## src/sv/det_pkg.sv

```systemverilog
package det_pkg;

    localparam int ENTRIES    = 16;
    localparam int NAME_BYTES = 8;
    localparam int NAME_W     = 64;
    localparam int BLOCK_W    = 9;
    localparam int ACTION_W   = 2;
    localparam int CNT_W      = $clog2(ENTRIES + 1);
    localparam int IDX_W      = $clog2(ENTRIES);

    localparam logic [ACTION_W-1:0] ACT_CREATE = 2'd0;
    localparam logic [ACTION_W-1:0] ACT_SEARCH = 2'd1;
    localparam logic [ACTION_W-1:0] ACT_REMOVE = 2'd2;

    typedef enum logic [1:0] {
        STAT_OK        = 2'd0,
        STAT_FULL      = 2'd1,
        STAT_NOT_FOUND = 2'd2,
        STAT_REFUSED   = 2'd3
    } status_t;

    localparam logic [NAME_W-1:0] NAME_DOT    = 64'h2E00_0000_0000_0000;
    localparam logic [NAME_W-1:0] NAME_DOTDOT = 64'h2E2E_0000_0000_0000;

    typedef struct packed {
        logic [ACTION_W-1:0] action;
        logic [NAME_W-1:0]   entry_name;
        logic [BLOCK_W-1:0]  block_number;
    } request_t;

    typedef struct packed {
        logic [1:0]         status;
        logic [BLOCK_W-1:0] found_block;
        logic [CNT_W-1:0]   entry_count;
    } response_t;

    typedef struct packed {
        logic [NAME_W-1:0]  name;
        logic [BLOCK_W-1:0] block;
    } entry_t;

    // controller -> datapath
    typedef struct packed {
        logic    load;
        logic    append;
        logic    scan_rd;
        logic    fetch;
        logic    move;
        logic    respond;
        logic    found;
        status_t code;
    } cmd_t;

    // datapath -> controller
    typedef struct packed {
        logic [ACTION_W-1:0] action;
        logic                full;
        logic                empty;
        logic                reserved;
        logic                hit;
        logic                at_last;
        logic                more;
    } stat_t;

    // Keep the first NAME_BYTES bytes from the top, cut at the first zero byte.
    function automatic logic [NAME_W-1:0] name_form(input logic [NAME_W-1:0] raw);
        logic [NAME_W-1:0] kept;
        logic              cut;
        kept = '0;
        cut  = 1'b0;
        for (int i = 0; i < NAME_BYTES; i++)
        begin
            if (raw[NAME_W-1-8*i -: 8] == 8'h00)
            begin
                cut = 1'b1;
            end
            if (!cut)
            begin
                kept[NAME_W-1-8*i -: 8] = raw[NAME_W-1-8*i -: 8];
            end
        end
        return kept;
    endfunction

    localparam logic [NAME_W-1:0] DOT_FORM    = name_form(NAME_DOT);
    localparam logic [NAME_W-1:0] DOTDOT_FORM = name_form(NAME_DOTDOT);

endpackage

```

## src/sv/det_ctrl.sv

```systemverilog
module det_ctrl (
    input  logic          clk,
    input  logic          rst_n,
    input  logic          start,
    input  det_pkg::stat_t stat,
    output det_pkg::cmd_t cmd,
    output logic          busy
);

    typedef enum logic [4:0] {
        S_IDLE   = 5'b00001,
        S_DECIDE = 5'b00010,
        S_SCAN   = 5'b00100,
        S_FETCH  = 5'b01000,
        S_MOVE   = 5'b10000
    } state_t;

    state_t state_reg;
    state_t state_next;

    always_ff @(posedge clk or negedge rst_n)
    begin
        if (!rst_n)
        begin
            state_reg <= S_IDLE;
        end
        else
        begin
            state_reg <= state_next;
        end
    end

    always_comb
    begin
        state_next = state_reg;
        cmd        = '0;
        cmd.code   = det_pkg::STAT_OK;
        unique case (state_reg)
            S_IDLE:
            begin
                if (start)
                begin
                    cmd.load   = 1'b1;
                    state_next = S_DECIDE;
                end
            end
            S_DECIDE:
            begin
                priority if (stat.action == det_pkg::ACT_CREATE)
                begin
                    cmd.respond = 1'b1;
                    state_next  = S_IDLE;
                    if (stat.full)
                    begin
                        cmd.code = det_pkg::STAT_FULL;
                    end
                    else
                    begin
                        cmd.append = 1'b1;
                    end
                end
                else if (stat.action == det_pkg::ACT_REMOVE && stat.reserved)
                begin
                    cmd.respond = 1'b1;
                    cmd.code    = det_pkg::STAT_REFUSED;
                    state_next  = S_IDLE;
                end
                else if (stat.action == det_pkg::ACT_SEARCH
                         || stat.action == det_pkg::ACT_REMOVE)
                begin
                    if (stat.empty)
                    begin
                        cmd.respond = 1'b1;
                        cmd.code    = det_pkg::STAT_NOT_FOUND;
                        state_next  = S_IDLE;
                    end
                    else
                    begin
                        cmd.scan_rd = 1'b1;
                        state_next  = S_SCAN;
                    end
                end
                else
                begin
                    // unused action: no change, plain ok
                    cmd.respond = 1'b1;
                    state_next  = S_IDLE;
                end
            end
            S_SCAN:
            begin
                priority if (stat.hit)
                begin
                    if (stat.action == det_pkg::ACT_SEARCH)
                    begin
                        cmd.respond = 1'b1;
                        cmd.found   = 1'b1;
                        state_next  = S_IDLE;
                    end
                    else
                    begin
                        cmd.fetch  = 1'b1;
                        state_next = S_FETCH;
                    end
                end
                else if (stat.at_last)
                begin
                    cmd.respond = 1'b1;
                    cmd.code    = det_pkg::STAT_NOT_FOUND;
                    state_next  = S_IDLE;
                end
                else if (stat.more)
                begin
                    cmd.scan_rd = 1'b1;
                end
                else
                begin
                    state_next = S_SCAN;
                end
            end
            S_FETCH:
            begin
                state_next = S_MOVE;
            end
            S_MOVE:
            begin
                cmd.move    = 1'b1;
                cmd.respond = 1'b1;
                state_next  = S_IDLE;
            end
            default:
            begin
                state_next = S_IDLE;
            end
        endcase
    end

    assign busy = (state_reg != S_IDLE);

    a_move_after_fetch: assert property (@(posedge clk) disable iff (!rst_n)
        (state_reg == S_MOVE) |-> $past(state_reg == S_FETCH))
        else $error("move without fetch of last entry");

    a_fetch_on_remove: assert property (@(posedge clk) disable iff (!rst_n)
        (state_reg == S_FETCH) |-> (stat.action == det_pkg::ACT_REMOVE))
        else $error("fetch outside a remove");

endmodule

```

## src/sv/det_dpath.sv

```systemverilog
module det_dpath (
    input  logic               clk,
    input  logic               rst_n,
    input  det_pkg::request_t  request,
    input  det_pkg::cmd_t      cmd,
    output det_pkg::stat_t     stat,
    output det_pkg::response_t response,
    output logic               done
);

    det_pkg::entry_t mem [det_pkg::ENTRIES];

    logic [det_pkg::ACTION_W-1:0] action_reg;
    logic [det_pkg::NAME_W-1:0]   name_reg;
    logic [det_pkg::BLOCK_W-1:0]  block_reg;
    logic [det_pkg::CNT_W-1:0]    count_reg;
    logic [det_pkg::CNT_W-1:0]    count_next;
    logic [det_pkg::CNT_W-1:0]    scan_idx_reg;
    logic [det_pkg::CNT_W-1:0]    cmp_idx_reg;
    logic                         rd_valid_reg;
    det_pkg::entry_t              rd_data_reg;
    det_pkg::response_t           res_reg;
    logic                         done_reg;

    logic                         we;
    logic [det_pkg::IDX_W-1:0]    wr_addr;
    det_pkg::entry_t              wr_data;
    logic                         re;
    logic [det_pkg::IDX_W-1:0]    rd_addr;
    logic [det_pkg::CNT_W-1:0]    last_idx;

    assign last_idx = count_reg - det_pkg::CNT_W'(1);

    always_comb
    begin
        we      = cmd.append | cmd.move;
        wr_addr = cmd.move ? cmp_idx_reg[det_pkg::IDX_W-1:0] : count_reg[det_pkg::IDX_W-1:0];
        wr_data = cmd.move ? rd_data_reg : det_pkg::entry_t'{name: name_reg, block: block_reg};
        re      = cmd.scan_rd | cmd.fetch;
        rd_addr = cmd.fetch ? last_idx[det_pkg::IDX_W-1:0] : scan_idx_reg[det_pkg::IDX_W-1:0];
    end

    always_ff @(posedge clk)
    begin
        if (we)
        begin
            mem[wr_addr] <= wr_data;
        end
        if (re)
        begin
            rd_data_reg <= mem[rd_addr];
        end
    end

    always_comb
    begin
        count_next = count_reg;
        if (cmd.append)
        begin
            count_next = count_reg + det_pkg::CNT_W'(1);
        end
        else if (cmd.move)
        begin
            count_next = last_idx;
        end
    end

    always_ff @(posedge clk)
    begin
        if (cmd.load)
        begin
            action_reg <= request.action;
            name_reg   <= det_pkg::name_form(request.entry_name);
            block_reg  <= request.block_number;
        end
        if (cmd.scan_rd)
        begin
            cmp_idx_reg <= scan_idx_reg;
        end
        if (cmd.respond)
        begin
            res_reg.status      <= cmd.code;
            res_reg.found_block <= cmd.found ? rd_data_reg.block : '0;
            res_reg.entry_count <= count_next;
        end
    end

    always_ff @(posedge clk or negedge rst_n)
    begin
        if (!rst_n)
        begin
            count_reg    <= '0;
            scan_idx_reg <= '0;
            rd_valid_reg <= 1'b0;
            done_reg     <= 1'b0;
        end
        else
        begin
            count_reg    <= count_next;
            rd_valid_reg <= cmd.scan_rd;
            done_reg     <= cmd.respond;
            if (cmd.load)
            begin
                scan_idx_reg <= '0;
            end
            else if (cmd.scan_rd)
            begin
                scan_idx_reg <= scan_idx_reg + det_pkg::CNT_W'(1);
            end
        end
    end

    always_comb
    begin
        stat.action   = action_reg;
        stat.full     = (count_reg == det_pkg::CNT_W'(det_pkg::ENTRIES));
        stat.empty    = (count_reg == '0);
        stat.reserved = (name_reg == det_pkg::DOT_FORM) || (name_reg == det_pkg::DOTDOT_FORM);
        stat.hit      = rd_valid_reg && (rd_data_reg.name == name_reg);
        stat.at_last  = rd_valid_reg && (cmp_idx_reg == last_idx);
        stat.more     = (scan_idx_reg < count_reg);
    end

    assign response = res_reg;
    assign done     = done_reg;

    a_count_bound: assert property (@(posedge clk) disable iff (!rst_n)
        count_reg <= det_pkg::CNT_W'(det_pkg::ENTRIES))
        else $error("entry count above table size");

    a_count_step: assert property (@(posedge clk) disable iff (!rst_n)
        (count_reg != $past(count_reg)) |->
            (count_reg == $past(count_reg) + det_pkg::CNT_W'(1)
             || count_reg == $past(count_reg) - det_pkg::CNT_W'(1)))
        else $error("entry count jumped");

    a_done_pulse: assert property (@(posedge clk) disable iff (!rst_n)
        done_reg |=> !done_reg)
        else $error("two results back to back");

endmodule

```

## src/sv/directory_entry_table_unit.sv

```systemverilog
// Steps, accept to result strobe: create and unused actions decide and answer directly,
// search scans the held entries, remove also fetches the last entry and moves it over the hit.
// One item at a time; results cannot be stalled, and busy drops in the cycle
// the result shows, so a new item can start then; a full 16-entry scan sets the worst case.
// The entry table is a single-port-read memory scanned one entry per cycle.
// Reset (rst_n, async low) empties the table; entry contents are not cleared.
module directory_entry_table_unit (
    input  logic               clk,
    input  logic               rst_n,
    input  logic               start,
    input  det_pkg::request_t  request,
    output logic               busy,
    output logic               done,
    output det_pkg::response_t response
);

    // command and status between controller and datapath
    det_pkg::cmd_t  cmd;
    det_pkg::stat_t stat;

    // controller: decides per action, steps the scan, fetches/moves on remove
    det_ctrl u_ctrl (
        .clk   (clk),
        .rst_n (rst_n),
        .start (start),
        .stat  (stat),
        .cmd   (cmd),
        .busy  (busy)
    );

    // datapath: entry memory, count, compare and result register
    det_dpath u_dpath (
        .clk      (clk),
        .rst_n    (rst_n),
        .request  (request),
        .cmd      (cmd),
        .stat     (stat),
        .response (response),
        .done     (done)
    );

endmodule
```

## config.mk

```make
export PLATFORM = sky130hd
export DESIGN_NAME = directory_entry_table_unit
export DESIGN_NICKNAME = d
export VERILOG_FILES = /design/src/sv/det_pkg.sv /design/src/sv/det_ctrl.sv /design/src/sv/det_dpath.sv /design/src/sv/directory_entry_table_unit.sv
export SDC_FILE = /design/constraint.sdc
export NUM_CORES = 2
export LEC_CHECK = 0
export BUFFER_PORTS_ARGS = -buffer_cell sky130_fd_sc_hd__buf_2
export CORE_ASPECT_RATIO = 0.7
export CORE_MARGIN = 2
export CORE_UTILIZATION = 50
export CTS_BUF_LIST = sky130_fd_sc_hd__clkbuf_4 sky130_fd_sc_hd__clkbuf_8
export CTS_CLUSTER_SIZE = 24
export DETAILED_ROUTE_END_ITERATION = 16
export PLACE_DENSITY = 0.66
export SKIP_CTS_REPAIR_TIMING = 1
export SLEW_MARGIN = 0
export SYNTH_ARGS = -nofsm -noshare
export SYNTH_HDL_FRONTEND = slang
export SYNTH_HIERARCHICAL = 1
export SYNTH_SLANG_ARGS = --single-unit
```

## constraint.sdc

```tcl
create_clock -name clk -period 8 [get_ports clk]
set_clock_uncertainty 0.2 [all_clocks]
set_input_delay 2 -clock clk [delete_from_list [all_inputs] [get_ports clk]]
set_output_delay 2 -clock clk [all_outputs]
set_load 0.02 [all_outputs]
```

==> flow_metrics.py <==
metrics = {
    "placement": {
        "dp_hpwl_um": 71400,
        "pre_cts_ws_ns": 1.84,
        "place_congestion": 0.831,
        "port_buffers": 95,
        "dpl_cell_area_um2": 56900,
    },
    "run": {
        "cap_violations": 0,
    },
    "logic_synthesis": {
        "netlist_instances": 3413,
        "ys.flop_type": "edfxtp_1",
        "yosysUniqueCellTypes": 68,
        "synth_top_area_share_pct": 73.4,
        "synth-edff-count": 1337,
        "async_flop_share_pct": 1.26,
        "synthesis.area_um2": 54700,
        "ys_seq_area_share_pct": 74.2,
        "ys_seq_elements": 1354,
        "synthTopCellsByArea": "edfxtp_1, a211oi_1, mux2i_1, and3_1, a32o_1",
        "synth_area_per_cell_um2": 16.0,
        "yosysWarningCount": 6,
        "syn-num-nets": 3501,
        "synth.largest_area_cell": "edfxtp_1",
    },
    "critical_path": {
        "reg2reg_depth": 14,
        "crit_start": "u_dpath/name_reg[4]",
        "worstPathArrival_ns": 6.77,
        "path_cells": "xnor2_1, nand4_1, nor4_1, nand3_1, nor4_2, nand3_1, nor2_1, buf_4, nand2b_1, and2_4, buf_12, mux2i_1, a221oi_1, a32o_1",
        "worstPathRequired_ns": 8.41,
        "r2r_setup_slack_ns": 1.64,
        "critPathMaxStageDelay_ns": 0.88,
        "r2r-start": "u_dpath/name_reg[4]",
        "cp-start-kind": "register",
        "worst_path_most_repeated_cell": "nand3_1",
        "cpMaxStageDelayCell": "nor4_1",
        "crit_fanout": 80,
        "crit_type": "register to register",
        "end_kind": "register",
    },
    "sta": {
        "max_freq_mhz": 157,
        "drv_slew": 0,
        "tightest_slew_ns": 1.38,
        "tns_ns": 0,
        "setup_violations": 0,
        "rsz0062_at_grt": "no",
        "period_share_pct": 79.4,
        "finalCriticalPeriod_ns": 6.36,
        "fin_ws_ns": 1.64,
        "hold_viol": 0,
        "relSlewSlack_pct": 7.91,
    },
    "finish": {
        "area_growth_pct": 10.8,
        "drive_gt1_share_pct": 15.6,
        "largest_reg_flops": 1168,
        "finalNetCount": 3601,
        "final_util_pct": 55.9,
        "final_common_cell": "edfxtp_1",
        "fin_area_um2": 60600,
        "mostFrequentLayoutCells": "edfxtp_1, and3_1, a211oi_1",
    },
    "die": {
        "die_area_um2": 112000,
        "die_w_um": 399,
        "die_h_um": 281,
        "core_um2": 108000,
        "start_util_pct": 50.5,
        "rows": 101,
        "top_level_ports": 96,
    },
    "global_route": {
        "antenna_found_initial": 3,
        "grt_usage_pct": 25.7,
        "grt_pass1_wl_um": 211000,
        "grt_pass1_vias": 30581,
        "overflow": 0,
        "grt_max_degree": 213,
    },
    "power": {
        "power-per-cell-area_nw_per_um2": 264,
        "seq_power_share_pct": 53.1,
        "ir_drop_mv": 0.156,
        "p_leak_nw": 20.8,
        "switching_share_pct": 26.6,
        "p_int_w": 0.0117,
        "power.switching_w": 0.00425,
        "clock_power_share_pct": 33.6,
        "combPwrFrac_pct": 13.2,
    },
    "worst_hold_path": {
        "whs_path_depth": 0,
        "hold_class": "register to register",
        "hp-start": "u_dpath/scan_idx_reg[4]",
    },
    "cts": {
        "cts_tree": "built",
        "cts_root_buf": "clkbuf_8",
        "clk_latency_ns": 0.87,
        "cts.htree.levels": 4,
        "clk_path_buf_depth": 3,
        "numCtsBuffers": 193,
        "path_clk_slew_ns": 0.07,
        "cts_sinks": 1354,
    },
    "routing": {
        "routed_wl_um": 144000,
        "avgRoutedWirePerCell_um": 28.2,
        "vias_per_cell": 6.24,
        "dr.pass1.iters": 6,
        "antenna_left": 0,
        "detailedRoute.firstIterationViolations": 3925,
        "drc_errors": 0,
        "via_count": 31937,
    },
    "outcome": {
        "status": "finished, final reports clean",
    },
}
==> path summary, 6_finish.rpt <==
path,to
worst max-delay path,u_dpath/rd_data_reg[40]
worst min-delay path,u_dpath/cmp_idx_reg[4]
worst max register to register,u_dpath/rd_data_reg[40]
worst min register to register,u_dpath/cmp_idx_reg[4]
max in group asynchronous,u_ctrl/state_reg[0]
min in group asynchronous,u_dpath/scan_idx_reg[1]
==> cell families after synthesis <==
logic type               Yosys count  share of synthesized area (%)
multiplexers                     280                           5.26
AND/OR/NAND/NOR                  679                           6.88
XOR/XNOR                          56                          0.896
buffers and inverters            305                           2.56
flip-flops                      1354                           74.2
adder cells (fa/ha/maj)           10                          0.229
AO/OA/AOI/OAI                    729                           10.0
==> through the flow <==
step	hold slack, ns	cells	power (W)
finish	0.299	5115	0.0160
CTS	0.293	5114	0.0160
detailed placement	0.297	4760	0.0107
global route	0.313	5115	0.0166
floorplan	0.270	3413	0.0100
global placement	0.288	4760	0.0107
==> worst max-delay path, delay by kind of cell, from the launching register on <==
kind / cells / cell delay [ns]
simple gates: 8 / 3.36
buf+inv: 2 / 0.75
xor+xnor: 1 / 0.56
flops: 1 / 0.44
compound gates: 2 / 0.39
mux: 1 / 0.29
==> routing by layer <==
metal | track usage [%] | wire length, um | up-vias
met4 | 8.42 | 3660 | 4
met2 | 38.2 | 64500 | 1621
met3 | 5.39 | 14000 | 230
met1 | 38.0 | 61900 | 16111
li1 | - | - | 13971
met5 | 0 | 18 | -
==> power by group through the flow <==
| stage | combinational (W) | clock, W | sequential, W |
|---|---|---|---|
| finish | 0.00211 | 0.00537 | 0.00849 |
| global placement | 0.00207 | 0 | 0.00863 |
| detailed placement | 0.00210 | 0 | 0.00864 |
| global route | 0.00229 | 0.00577 | 0.00850 |
| floorplan | 0.00147 | 0 | 0.00854 |
| CTS | 0.00211 | 0.00546 | 0.00849 |
==> Yosys cell counts (5+ instances only) <==
cell type	number
a21oi_1	6
or4_1	9
nor2_1	37
buf_2	57
nand4_1	15
buf_8	5
dfrtp_1	16
xor2_1	17
inv_1	41
mux2i_1	218
a221oi_1	78
nand2b_1	14
o21ai_0	135
nor3_1	6
mux2_2	62
nor4_1	28
buf_4	11
and2_1	50
nand3_1	10
a32oi_1	72
and3_1	304
a32o_1	72
clkbuf_1	179
xnor2_1	39
edfxtp_1	1337
ha_1	10
o31a_1	5
a211oi_1	294
o21ai_1	26
nand2_1	178
o22ai_1	8
buf_6	9
nor3b_1	11
==> area by class of cell <==
type                    instances  area (um2)
diodes                          1        2.50
clock buffers                 269        3250
clock inverters                85         504
fillers                      8478       47800
inverters                      41         154
multi-input cells            1754       13000
flip-flops and latches       1354       40600
well taps                    1442        1800
repair buffers                169        1380
Note: power is estimated with default switching activity, not from simulation.
